File: config.mk
export PLATFORM = sky130hd
export DESIGN_NAME = quad_batch_setup_with_texture_slots
export DESIGN_NICKNAME = d
export VERILOG_FILES = /design/src/design/qbs_pkg.sv /design/src/design/qbs_ram.sv /design/src/design/quad_batch_setup_with_texture_slots.sv
export VERILOG_INCLUDE_DIRS = /design/src /design/src/design
export SDC_FILE = /design/constraint.sdc
export NUM_CORES = 2
export LEC_CHECK = 0
export BUFFER_PORTS_ARGS = -buffer_cell sky130_fd_sc_hd__buf_4
export CORE_ASPECT_RATIO = 0.9
export CORE_MARGIN = 2
export CORE_UTILIZATION = 48
export CTS_CLUSTER_SIZE = 30
export DETAILED_ROUTE_END_ITERATION = 7
export HOLD_SLACK_MARGIN = 0.06
export PLACE_DENSITY = 0.65
export RECOVER_POWER = 50
export SLEW_MARGIN = 20
export SYNTH_ARGS = -nofsm -noshare
export SYNTH_HDL_FRONTEND = slang
export SYNTH_SLANG_ARGS = --single-unit
export TNS_END_PERCENT = 50
File: constraint.sdc
create_clock -name clk -period 25.2 [get_ports clk]
set_input_delay 7.56 -clock clk [delete_from_list [all_inputs] [get_ports clk]]
set_output_delay 7.56 -clock clk [all_outputs]
set_load 0.05 [all_outputs]
File: src/design/quad_batch_setup_with_texture_slots_defines.svh
// Assertion macros used by the top-level RTL file.
`ifndef QUAD_BATCH_SETUP_WITH_TEXTURE_SLOTS_DEFINES_SVH
`define QUAD_BATCH_SETUP_WITH_TEXTURE_SLOTS_DEFINES_SVH
`ifndef SYNTHESIS
`define QBS_ASSERT_NOW(label, clk, rst, ante, cons) \
  label: assert property (@(posedge clk) disable iff (rst) (ante) |-> (cons)) \
    else $error("quad batch setup check failed");
`define QBS_ASSERT_NEXT(label, clk, rst, ante, cons) \
  label: assert property (@(posedge clk) disable iff (rst) (ante) |=> (cons)) \
    else $error("quad batch setup check failed");
`else
`define QBS_ASSERT_NOW(label, clk, rst, ante, cons)
`define QBS_ASSERT_NEXT(label, clk, rst, ante, cons)
`endif
`endif

File: src/design/qbs_pkg.sv
package qbs_pkg;

  typedef enum logic [1:0] {
    CMD_COLOR     = 2'd0,
    CMD_TEX_WHITE = 2'd1,
    CMD_TEX_TINT  = 2'd2,
    CMD_FLUSH     = 2'd3
  } cmd_t;

  typedef enum logic [1:0] {
    KIND_VERT = 2'd0,
    KIND_BIND = 2'd1,
    KIND_DRAW = 2'd2
  } kind_t;

  localparam int unsigned COORD_W   = 32;
  localparam int unsigned COLOR_W   = 8;
  localparam int unsigned HANDLE_W  = 32;
  localparam int unsigned SLOT_W    = 5;
  localparam int unsigned INDEX_W   = 16;
  localparam int unsigned APB_W     = 32;
  localparam int unsigned PADDR_W   = 3;

  localparam logic [INDEX_W-1:0] INDEX_STEP = 16'd6;
  localparam logic [COLOR_W-1:0] COLOR_FULL = 8'hFF;

  // Register index taken from paddr[2].
  localparam logic REG_WHITE = 1'b0;

endpackage

File: src/design/qbs_ram.sv
module qbs_ram #(
  parameter int unsigned WIDTH = 32,
  parameter int unsigned DEPTH = 32
) (
  input  logic                     clk,
  input  logic                     we,
  input  logic [$clog2(DEPTH)-1:0] waddr,
  input  logic [WIDTH-1:0]         wdata,
  input  logic [$clog2(DEPTH)-1:0] raddr,
  output logic [WIDTH-1:0]         rdata
);

  logic [WIDTH-1:0] mem [DEPTH];

  always_ff @(posedge clk) begin
    if (we) begin
      mem[waddr] <= wdata;
    end
    rdata <= mem[raddr];
  end

endmodule

File: src/design/quad_batch_setup_with_texture_slots.sv
// Quad batch setup with a texture slot cache. Pulse start while busy is low to
// hand over one command; busy stays high until its last result has been
// produced. Results appear on the result ports for exactly one cycle each,
// marked by strobe, with last set on the final result of the item; the
// receiver cannot stall them, so it must take every strobed result. One
// sequencer drives a single 32-bit adder and a single 32-bit comparator
// against a slot memory with registered reads. A plain colored quad is accepted,
// makes two adder passes for the far corner and then emits four vertices. A
// textured quad first compares its handle with each used slot from slot 1 up
// and takes a new slot when none matches. A flush emits a bind record for each
// bound slot and then the draw record, and an automatic flush in front of a
// quad adds those records too.
`include "quad_batch_setup_with_texture_slots_defines.svh"

module quad_batch_setup_with_texture_slots #(
  parameter int unsigned MAX_QUADS     = 8192,
  parameter int unsigned TEXTURE_SLOTS = 32
) (
  input  logic                              clk,
  input  logic                              rst,
  input  logic                              start,
  output logic                              busy,
  input  logic [1:0]                        cmd,
  input  logic signed [qbs_pkg::COORD_W-1:0] pos_x,
  input  logic signed [qbs_pkg::COORD_W-1:0] pos_y,
  input  logic signed [qbs_pkg::COORD_W-1:0] size_x,
  input  logic signed [qbs_pkg::COORD_W-1:0] size_y,
  input  logic [qbs_pkg::COLOR_W-1:0]       in_red,
  input  logic [qbs_pkg::COLOR_W-1:0]       in_green,
  input  logic [qbs_pkg::COLOR_W-1:0]       in_blue,
  input  logic [qbs_pkg::COLOR_W-1:0]       in_alpha,
  input  logic [qbs_pkg::HANDLE_W-1:0]      texture_handle,
  output logic                              strobe,
  output logic [1:0]                        kind,
  output logic signed [qbs_pkg::COORD_W-1:0] vert_x,
  output logic signed [qbs_pkg::COORD_W-1:0] vert_y,
  output logic                              tex_u,
  output logic                              tex_v,
  output logic [qbs_pkg::SLOT_W-1:0]        slot,
  output logic [qbs_pkg::COLOR_W-1:0]       out_red,
  output logic [qbs_pkg::COLOR_W-1:0]       out_green,
  output logic [qbs_pkg::COLOR_W-1:0]       out_blue,
  output logic [qbs_pkg::COLOR_W-1:0]       out_alpha,
  output logic [qbs_pkg::HANDLE_W-1:0]      payload,
  output logic                              last,
  input  logic                              psel,
  input  logic                              penable,
  input  logic                              pwrite,
  input  logic [qbs_pkg::PADDR_W-1:0]       paddr,
  input  logic [qbs_pkg::APB_W-1:0]         pwdata,
  output logic [qbs_pkg::APB_W-1:0]         prdata,
  output logic                              pready
);

  import qbs_pkg::*;

  localparam int unsigned SW = $clog2(TEXTURE_SLOTS);
  localparam int unsigned CW = $clog2(TEXTURE_SLOTS + 1);
  localparam logic [CW-1:0] SLOTS_FULL = CW'(TEXTURE_SLOTS);
  localparam logic [INDEX_W-1:0] INDEX_LIMIT = INDEX_W'(MAX_QUADS * 6);

  typedef enum logic [3:0] {
    S_IDLE,
    S_FL_ADDR,
    S_FL_EMIT,
    S_FL_DRAW,
    S_SR_ADDR,
    S_SR_CMP,
    S_ADD_X,
    S_ADD_Y,
    S_VERT
  } state_t;

  state_t state;

  logic [HANDLE_W-1:0] white;
  logic [CW-1:0]       slot_count;
  logic [INDEX_W-1:0]  index_count;
  logic [CW-1:0]       idx;
  logic [1:0]          vcnt;
  logic                flush_only;
  logic                textured;
  logic [SLOT_W-1:0]   quad_slot;

  logic [COORD_W-1:0]  px, py, sx, sy, sum_x, sum_y;
  logic [COLOR_W-1:0]  col_r, col_g, col_b, col_a;
  logic [HANDLE_W-1:0] handle;

  logic                accept;
  logic                in_textured;
  logic                need_flush;
  logic                cfg_write;
  logic [COORD_W-1:0]  add_a, add_b, add_sum;
  logic                handle_hit;
  logic                ram_we;
  logic [HANDLE_W-1:0] ram_rdata;

  assign accept      = start && !busy;
  assign busy        = (state != S_IDLE);
  assign in_textured = (cmd == CMD_TEX_WHITE) || (cmd == CMD_TEX_TINT);
  assign need_flush  = (index_count >= INDEX_LIMIT) ||
                       (in_textured && (slot_count >= SLOTS_FULL));

  assign pready    = 1'b1;
  assign cfg_write = psel && penable && pwrite && pready;
  assign prdata    = (paddr[2] == REG_WHITE) ? white : '0;

  // The one adder serves the x corner and then the y corner.
  assign add_a   = (state == S_ADD_X) ? px : py;
  assign add_b   = (state == S_ADD_X) ? sx : sy;
  assign add_sum = add_a + add_b;

  assign handle_hit = (ram_rdata == handle);

  // A search that runs past the used slots allocates the next free one.
  assign ram_we = (state == S_SR_ADDR) && (idx >= slot_count);

  qbs_ram #(
    .WIDTH (HANDLE_W),
    .DEPTH (TEXTURE_SLOTS)
  ) u_slot_ram (
    .clk   (clk),
    .we    (ram_we),
    .waddr (slot_count[SW-1:0]),
    .wdata (handle),
    .raddr (idx[SW-1:0]),
    .rdata (ram_rdata)
  );

  always_ff @(posedge clk) begin
    if (rst) begin
      state       <= S_IDLE;
      strobe      <= 1'b0;
      white       <= '0;
      slot_count  <= CW'(1);
      index_count <= '0;
    end else begin
      strobe <= 1'b0;
      if (cfg_write && (paddr[2] == REG_WHITE)) begin
        white <= pwdata;
      end
      case (state)
        S_IDLE: begin
          if (accept) begin
            px         <= pos_x;
            py         <= pos_y;
            sx         <= size_x;
            sy         <= size_y;
            handle     <= texture_handle;
            textured   <= in_textured;
            quad_slot  <= '0;
            flush_only <= (cmd == CMD_FLUSH);
            if (cmd == CMD_TEX_WHITE) begin
              col_r <= COLOR_FULL;
              col_g <= COLOR_FULL;
              col_b <= COLOR_FULL;
              col_a <= COLOR_FULL;
            end else begin
              col_r <= in_red;
              col_g <= in_green;
              col_b <= in_blue;
              col_a <= in_alpha;
            end
            if ((cmd == CMD_FLUSH) || need_flush) begin
              idx   <= '0;
              state <= S_FL_ADDR;
            end else if (in_textured) begin
              idx   <= CW'(1);
              state <= S_SR_ADDR;
            end else begin
              state <= S_ADD_X;
            end
          end
        end
        S_FL_ADDR: begin
          state <= S_FL_EMIT;
        end
        S_FL_EMIT: begin
          strobe    <= 1'b1;
          kind      <= KIND_BIND;
          vert_x    <= '0;
          vert_y    <= '0;
          tex_u     <= 1'b0;
          tex_v     <= 1'b0;
          slot      <= SLOT_W'(idx);
          out_red   <= '0;
          out_green <= '0;
          out_blue  <= '0;
          out_alpha <= '0;
          payload   <= (idx == '0) ? white : ram_rdata;
          last      <= 1'b0;
          idx       <= idx + CW'(1);
          state     <= ((idx + CW'(1)) < slot_count) ? S_FL_ADDR : S_FL_DRAW;
        end
        S_FL_DRAW: begin
          strobe      <= 1'b1;
          kind        <= KIND_DRAW;
          vert_x      <= '0;
          vert_y      <= '0;
          tex_u       <= 1'b0;
          tex_v       <= 1'b0;
          slot        <= '0;
          out_red     <= '0;
          out_green   <= '0;
          out_blue    <= '0;
          out_alpha   <= '0;
          payload     <= HANDLE_W'(index_count);
          last        <= flush_only;
          index_count <= '0;
          slot_count  <= CW'(1);
          idx         <= CW'(1);
          if (flush_only) begin
            state <= S_IDLE;
          end else if (textured) begin
            state <= S_SR_ADDR;
          end else begin
            state <= S_ADD_X;
          end
        end
        S_SR_ADDR: begin
          if (idx >= slot_count) begin
            quad_slot  <= SLOT_W'(slot_count);
            slot_count <= slot_count + CW'(1);
            state      <= S_ADD_X;
          end else begin
            state <= S_SR_CMP;
          end
        end
        S_SR_CMP: begin
          if (handle_hit) begin
            quad_slot <= SLOT_W'(idx);
            state     <= S_ADD_X;
          end else begin
            idx   <= idx + CW'(1);
            state <= S_SR_ADDR;
          end
        end
        S_ADD_X: begin
          sum_x <= add_sum;
          state <= S_ADD_Y;
        end
        S_ADD_Y: begin
          sum_y <= add_sum;
          vcnt  <= '0;
          state <= S_VERT;
        end
        S_VERT: begin
          // Corners run counterclockwise from the lower-left one.
          strobe    <= 1'b1;
          kind      <= KIND_VERT;
          vert_x    <= ((vcnt == 2'd1) || (vcnt == 2'd2)) ? sum_x : px;
          vert_y    <= vcnt[1] ? sum_y : py;
          tex_u     <= (vcnt == 2'd1) || (vcnt == 2'd2);
          tex_v     <= vcnt[1];
          slot      <= quad_slot;
          out_red   <= col_r;
          out_green <= col_g;
          out_blue  <= col_b;
          out_alpha <= col_a;
          payload   <= '0;
          last      <= (vcnt == 2'd3);
          vcnt      <= vcnt + 2'd1;
          if (vcnt == 2'd3) begin
            index_count <= index_count + INDEX_STEP;
            state       <= S_IDLE;
          end
        end
        default: begin
          state <= S_IDLE;
        end
      endcase
    end
  end

  `QBS_ASSERT_NEXT(a_accept_busy, clk, rst, accept, busy)
  `QBS_ASSERT_NOW(a_idle_only_last, clk, rst, strobe && !busy, last)
  `QBS_ASSERT_NEXT(a_vert_run, clk, rst, strobe && (kind == KIND_VERT) && !last, strobe && (kind == KIND_VERT))
  `QBS_ASSERT_NOW(a_slot_range, clk, rst, 1'b1, (slot_count != '0) && (slot_count <= SLOTS_FULL))
  `QBS_ASSERT_NOW(a_draw_clears, clk, rst, strobe && (kind == KIND_DRAW), (slot_count == CW'(1)) && (index_count == '0))

endmodule

---- Yosys cells after proc, flatten, opt, wreduce, memory -nomap -nowiden ----
Memories as Yosys holds them, arrays and structs flattened. A register that Yosys moved wholly into a read port is not among the register bits.
Cells that the tools add are included.
storage, ports and cells
  register bits after elaboration ......... 468
  RAM bits ................................ 1024
  bits of input ports ..................... 235
  output and inout port bits .............. 173
  logic and storage cells ................. 145
  memories kept ........................... 1
operators by class
  add/sub/neg operators ................... 5
  order comparisons ....................... 4
  equality and inequality tests ........... 21
  multiplexer cells ....................... 45
  bitwise gates (word level) .............. 2
  reductions and logical operators ........ 34
memory list
  memory          depth  width  read ports  clocked after Yosys merged registers in  wr ports  RTL line       text
  u_slot_ram.mem  32     32     1           1                                        1         qbs_ram.sv:13  logic [WIDTH-1:0] mem [DEPTH];
operator list
  operator                                                         count
  32-bit 2-to-1 mux                                                6
  32-bit case mux with 2 select lines                              2
  32-bit case mux with 3 select lines                              1
  8-bit case mux with 2 select lines                               4
  4-bit case mux with 9 select lines                               1
  32-bit adder                                                     1
  32-bit == test                                                   1
  16-bit case mux with 2 select lines                              1
  6-bit 2-to-1 mux                                                 5
  5-bit case mux with 3 select lines                               2
  6-bit case mux with 4 select lines                               1
  16-bit by 3-bit adder with 16-bit output, second input constant  1
  4-bit by 3-bit == test with 1-bit output, second input constant  4
  16-bit >= comparator, second input constant                      1
  16-bit 2-to-1 mux                                                1
  2-bit AND reduction                                              8
  5-bit 2-to-1 mux                                                 3
  6-bit by 1-bit adder with 6-bit output, second input constant    2
  6-bit case mux with 2 select lines                               1
  2-bit 2-to-1 mux                                                 5
  5-bit AND reduction                                              2
  2-bit == test, second input constant                             4
  4-bit by 2-bit == test with 1-bit output, second input constant  2
  4-bit 2-to-1 mux                                                 2
  other kinds (28)                                                 50

---- Longest topological paths before layout ----
  depth in word-level cells ............... 8
  depth in mapped cells ................... 16
  gate-level depth less buffers ........... 13

---- Hierarchy ----
A second synthesis with hierarchy kept.
second synthesis, totals
  cell total of the unflattened synthesis .. 3782
  area, all modules ....................... 60850.9 µm²
by module, submodules not included
  module                               times used  cells an instance  area an instance (µm²)  seq. area each (µm²)
  qbs_ram                              1           2260               40487.6                 31390.1
  quad_batch_setup_with_texture_slots  1           1522               20363.3                 13442.9

---- Worst setup path after synthesis ----
No wires, ideal clock.
  path kind ............................... input port to flip-flop
  start point ............................. input rst
  end point ............................... register col_a[0] (enable)
  setup time .............................. 1.026 ns
  arrival time ............................ 21.795 ns
  data required time ...................... 24.174 ns
  path slack .............................. 2.379 ns
  cell stages on the path ................. 2
  path buffers ............................ 1
  cells stage by stage .................... clkbuf_1 > nor3b_1
between the ends
  word-level cells in the longest chain between the ends .. 2
RTL lines
  element                               RTL line                                    text
  from (decl)                           quad_batch_setup_with_texture_slots.sv:20   input logic rst,
  1-bit NOT (no source line)            --
  3-bit AND reduction (no source line)  --
  to (signal assigned)                  quad_batch_setup_with_texture_slots.sv:162  col_a <= in_alpha;
  to (decl)                             quad_batch_setup_with_texture_slots.sv:86   logic [COLOR_W-1:0] col_r, col_g, col_b, col_a;
Every way passes these cells.
A chain may end at the register's enable or synchronous reset.

---- Worst setup path in the final report ----
  start point ............................. input paddr[2] (netlist name)
  end point ............................... output prdata[14] (netlist name)
between the ends
  word-level cells in the longest chain between the ends .. 1
RTL lines
  element            RTL line                                    text
  from (decl)        quad_batch_setup_with_texture_slots.sv:49   input logic [qbs_pkg::PADDR_W-1:0] paddr,
  32-bit 2-to-1 mux  quad_batch_setup_with_texture_slots.sv:106  assign prdata = (paddr[2] == REG_WHITE) ? white : '0;
  to (decl)          quad_batch_setup_with_texture_slots.sv:51   output logic [qbs_pkg::APB_W-1:0] prdata,
Every way passes these cells.

==> out/metrics.csv <==
stage,metric,value,unit
worst_setup_path,crit-path max FO,34,
timing,Hold WS,479,ps
die,Initial Util,48.5,%
worst_setup_path,crit start category,primary input,
global_routing,first-pass GRT wire length,213000,um
worst_setup_path,critical path cell sequence,buf_4 -> nor2b_1 -> buf_4,
clock_tree,CTS Sinks,1523,
yosys,ys async rst share,0,%
die,DIE WIDTH,376,um
timing,unrepaired setup endpoints after global routing,false,
routing,post-route ant nets,0,
timing,Slew Limit Fails,1057,
routing,DR pass1 iterations,6,
clock_tree,CTS Buf Count,154,
die,# rows,122,
routing,vias per inst,5.80,
worst_setup_path,worst reg2reg startpoint,idx[1],
clock_tree,CTS tree,built,
layout,largest reg by FF count,u_slot_ram.mem,
timing,Tightest Pin Transition,9460,ps
die,Die Area,127000,um2
clock_tree,H-tree levels,4,
power_and_ir_drop,Cell Pwr Density,101,nW/um2
global_routing,all-layer global routing usage,23.3,%
hold_path,worst hold path type,reg -> reg,
layout,Area Growth Syn to Fin,17.4,%
worst_setup_path,Worst Reg-to-Reg Cells,5,
power_and_ir_drop,Overall Power,7.08,mW
timing,clk_skew,32.3,ps
job,max-cap violations,28,
worst_setup_path,CP max stage cell,buf_4,
yosys,Synth Area per Inst,19.7,um2
power_and_ir_drop,VDD IR max,0.0768,mV
clock_tree,"Clk pin slew, worst setup/hold paths",60,ps
timing,final hold violations,0,
worst_setup_path,"Arr. time, crit path",8210,ps
die,Ports,408,
yosys,Synth top area share,72.1,%
yosys,"Top FF cell, synth",edfxtp_1,
worst_setup_path,Buf/Inv on CP,2,
timing,FMAX,63.4,MHz
worst_setup_path,CP Class,in -> out,
yosys,"top cells by area, synth","edfxtp_1 (72%), mux4_2 (12%), dfxtp_1 (3.0%), mux2_2 (1.8%), mux2i_1 (1.3%)",
worst_setup_path,FF-to-FF setup slack,13320,ps
clock_tree,Clk Tree Root Cell,clkbuf_16,
yosys,distinct cell type count after synthesis,67,
global_routing,Overflow after GRT,0,
routing,DR WL/cell,28.1,um
power_and_ir_drop,P_leak,23.3,nW
clock_tree,clk_lat worst skew,780,ps
layout,share of cells above drive strength 1,31.8,%
status,outcome,"complete, but fails checks",
yosys,Post-Syn Instances,3035,
worst_setup_path,CP dominant cell by count,buf_4,
yosys,mapped cell area,59700,um2
yosys,most common library cells after synthesis,"edfxtp_1 (1,433), mux4_2 (320), nand2_1 (151), nor2_1 (140), clkbuf_1 (102)",
worst_setup_path,crit-path max cell delay,330,ps
global_routing,vias in the first global route,30200,
timing,Final setup viols,0,
place,Final Wtd Congestion,0.837,
timing,setup_tns,0,ps
hold_path,Hold Path End,white[23],
layout,max reg flops,1024,
die,Die H,339,um
global_routing,initial antenna violation count,11,
die,core region area,123000,um2
place,port buffer count,404,
yosys,most numerous cell in the Yosys netlist,edfxtp_1,
worst_setup_path,CP top delay family,buffers and inverters,
hold_path,Min-Delay Startpoint,white[23],
place,hpwl dp,85400,um
timing,setup slack after layout,9430,ps
timing,crit path time final,15770,ps
hold_path,number of cells on the worst hold path,2,
status,violated checks,"max-capacitance violations, max-slew violations",
routing,starting DRC count in detailed routing,3164,
routing,routed via count,30600,
routing,routed wire length,148000,um
clock_tree,Hold Buf Count CTS,0,
yosys,synth warn,0,
timing,relative slew slack,-531,%
yosys,"EDFF count, synth",1433,
worst_setup_path,Worst Setup End Kind,output pin,
worst_setup_path,worst endpoint required time,17640,ps
clock_tree,Max Root-Sink Buffers,3,
yosys,post-synthesis sequential area ratio,75.1,%
global_routing,largest net degree at the start of global routing,144,
clock_tree,Post-CTS Setup Repair Bufs,0,
layout,Layout Nets,3816,
clock_tree,post-cts sizing count,0,
routing,DRC Markers,0,
worst_setup_path,worst reg2reg endpoint,u_slot_ram.rdata[31],
yosys,largest area contributor in the synthesized netlist,edfxtp_1,
place,Place WS,9440,ps
yosys,"FF+latch count, synth",1523,
timing,fin crit share,62.6,%
yosys,Synthesized Nets,3324,
worst register-to-register path: stages, from the launching register on:
cell      delay [ps]
edfxtp_1         380
clkbuf_1        6510
clkbuf_1        3440
mux4_2           580
mux4_2           560
mux2_2           280
where the power goes:
group	internal, mW	leakage [nW]	switching, mW
clock	1.40	2.53	0.955
sequential	3.03	13.7	0.144
combinational	0.734	7.11	0.824
total	5.16	23.3	1.92
layout by cell type (no fill, tap or decap), types with 8 or more instances in the layout:
| cell type | n |
|---|---|
| edfxtp_1 | 1433 |
| buf_4 | 442 |
| mux4_2 | 320 |
| clkbuf_16 | 161 |
| nand2_1 | 151 |
| nor2_1 | 111 |
| mux2_2 | 92 |
| a21oi_1 | 90 |
| dfxtp_1 | 90 |
| mux2i_1 | 80 |
| clkbuf_1 | 67 |
| xnor2_1 | 54 |
| ha_1 | 51 |
| nor2b_1 | 42 |
| o21ai_0 | 35 |
| or2_2 | 33 |
| inv_1 | 29 |
| nor2_4 | 29 |
| nand3_1 | 26 |
| clkinv_1 | 26 |
| clkinv_2 | 25 |
| xor2_1 | 24 |
| and2_0 | 23 |
| bufinv_16 | 21 |
| nand2b_1 | 15 |
| a21o_1 | 15 |
| and2_1 | 14 |
| nand4_1 | 11 |
| nor3_1 | 10 |
| a211oi_1 | 10 |
| clkinvlp_4 | 9 |
| diode_2 | 8 |
cell type report:
type / count / area, um2
Multi-Input combinational cell: 1335 / 14400
Sequential cell: 1523 / 44800
Tap cell: 1612 / 2020
Inverter: 30 / 113
Fill cell: 9195 / 53100
Antenna cell: 8 / 20.0
Clock buffer: 194 / 4190
Clock inverter: 91 / 1020
Timing Repair Buffer: 483 / 3520
per-layer routing:
layer  part of all wire (%)  up-vias  GRT usage [%]
li1                       -    13100              -
met1                     41    16000           32.6
met2                     48     1256           36.1
met3                    9.0      215           5.91
met4                    2.7        0           7.73
met5                      0        -              0
how the worst max path moves through the flow:
| stage | startpoint | endpoint | cells after the start |
|---|---|---|---|
| 5_1_grt | paddr[2] | prdata[14] | 3 |
| 3_5_place_dp | paddr[2] | prdata[0] | 3 |
| 2_1_floorplan | rst | col_a[0] | 2 |
| 6_report | paddr[2] | prdata[14] | 3 |
| 4_1_cts | paddr[2] | prdata[14] | 3 |
| 3_3_place_gp | paddr[2] | prdata[18] | 3 |
through the flow:
step / cells / area (um2) / util (%)
2_1_floorplan: 3035 / 59700 / -
3_3_place_gp: 4983 / 65000 / 52.8
3_5_place_dp: 4983 / 65000 / 52.8
4_1_cts: 5268 / 70300 / 57.0
5_1_grt: 5274 / 70100 / 56.9
6_report: 5276 / 70100 / 56.9
logic make-up (layout without fill, tap and decap cells):
kind of cell    Yosys count  in the layout  share of synthesized area, %
other cells               1              9                       0.00628
simple gates            498            498                          3.98
xor+xnor                 78             78                          1.14
flops                  1523           1523                          75.1
buf+inv                 177            798                          1.29
mux                     496            496                          15.2
fa+ha+maj                54             54                          1.14
compound gates          208            208                          2.12
No activity file was read; power rests on OpenSTA's default activity.
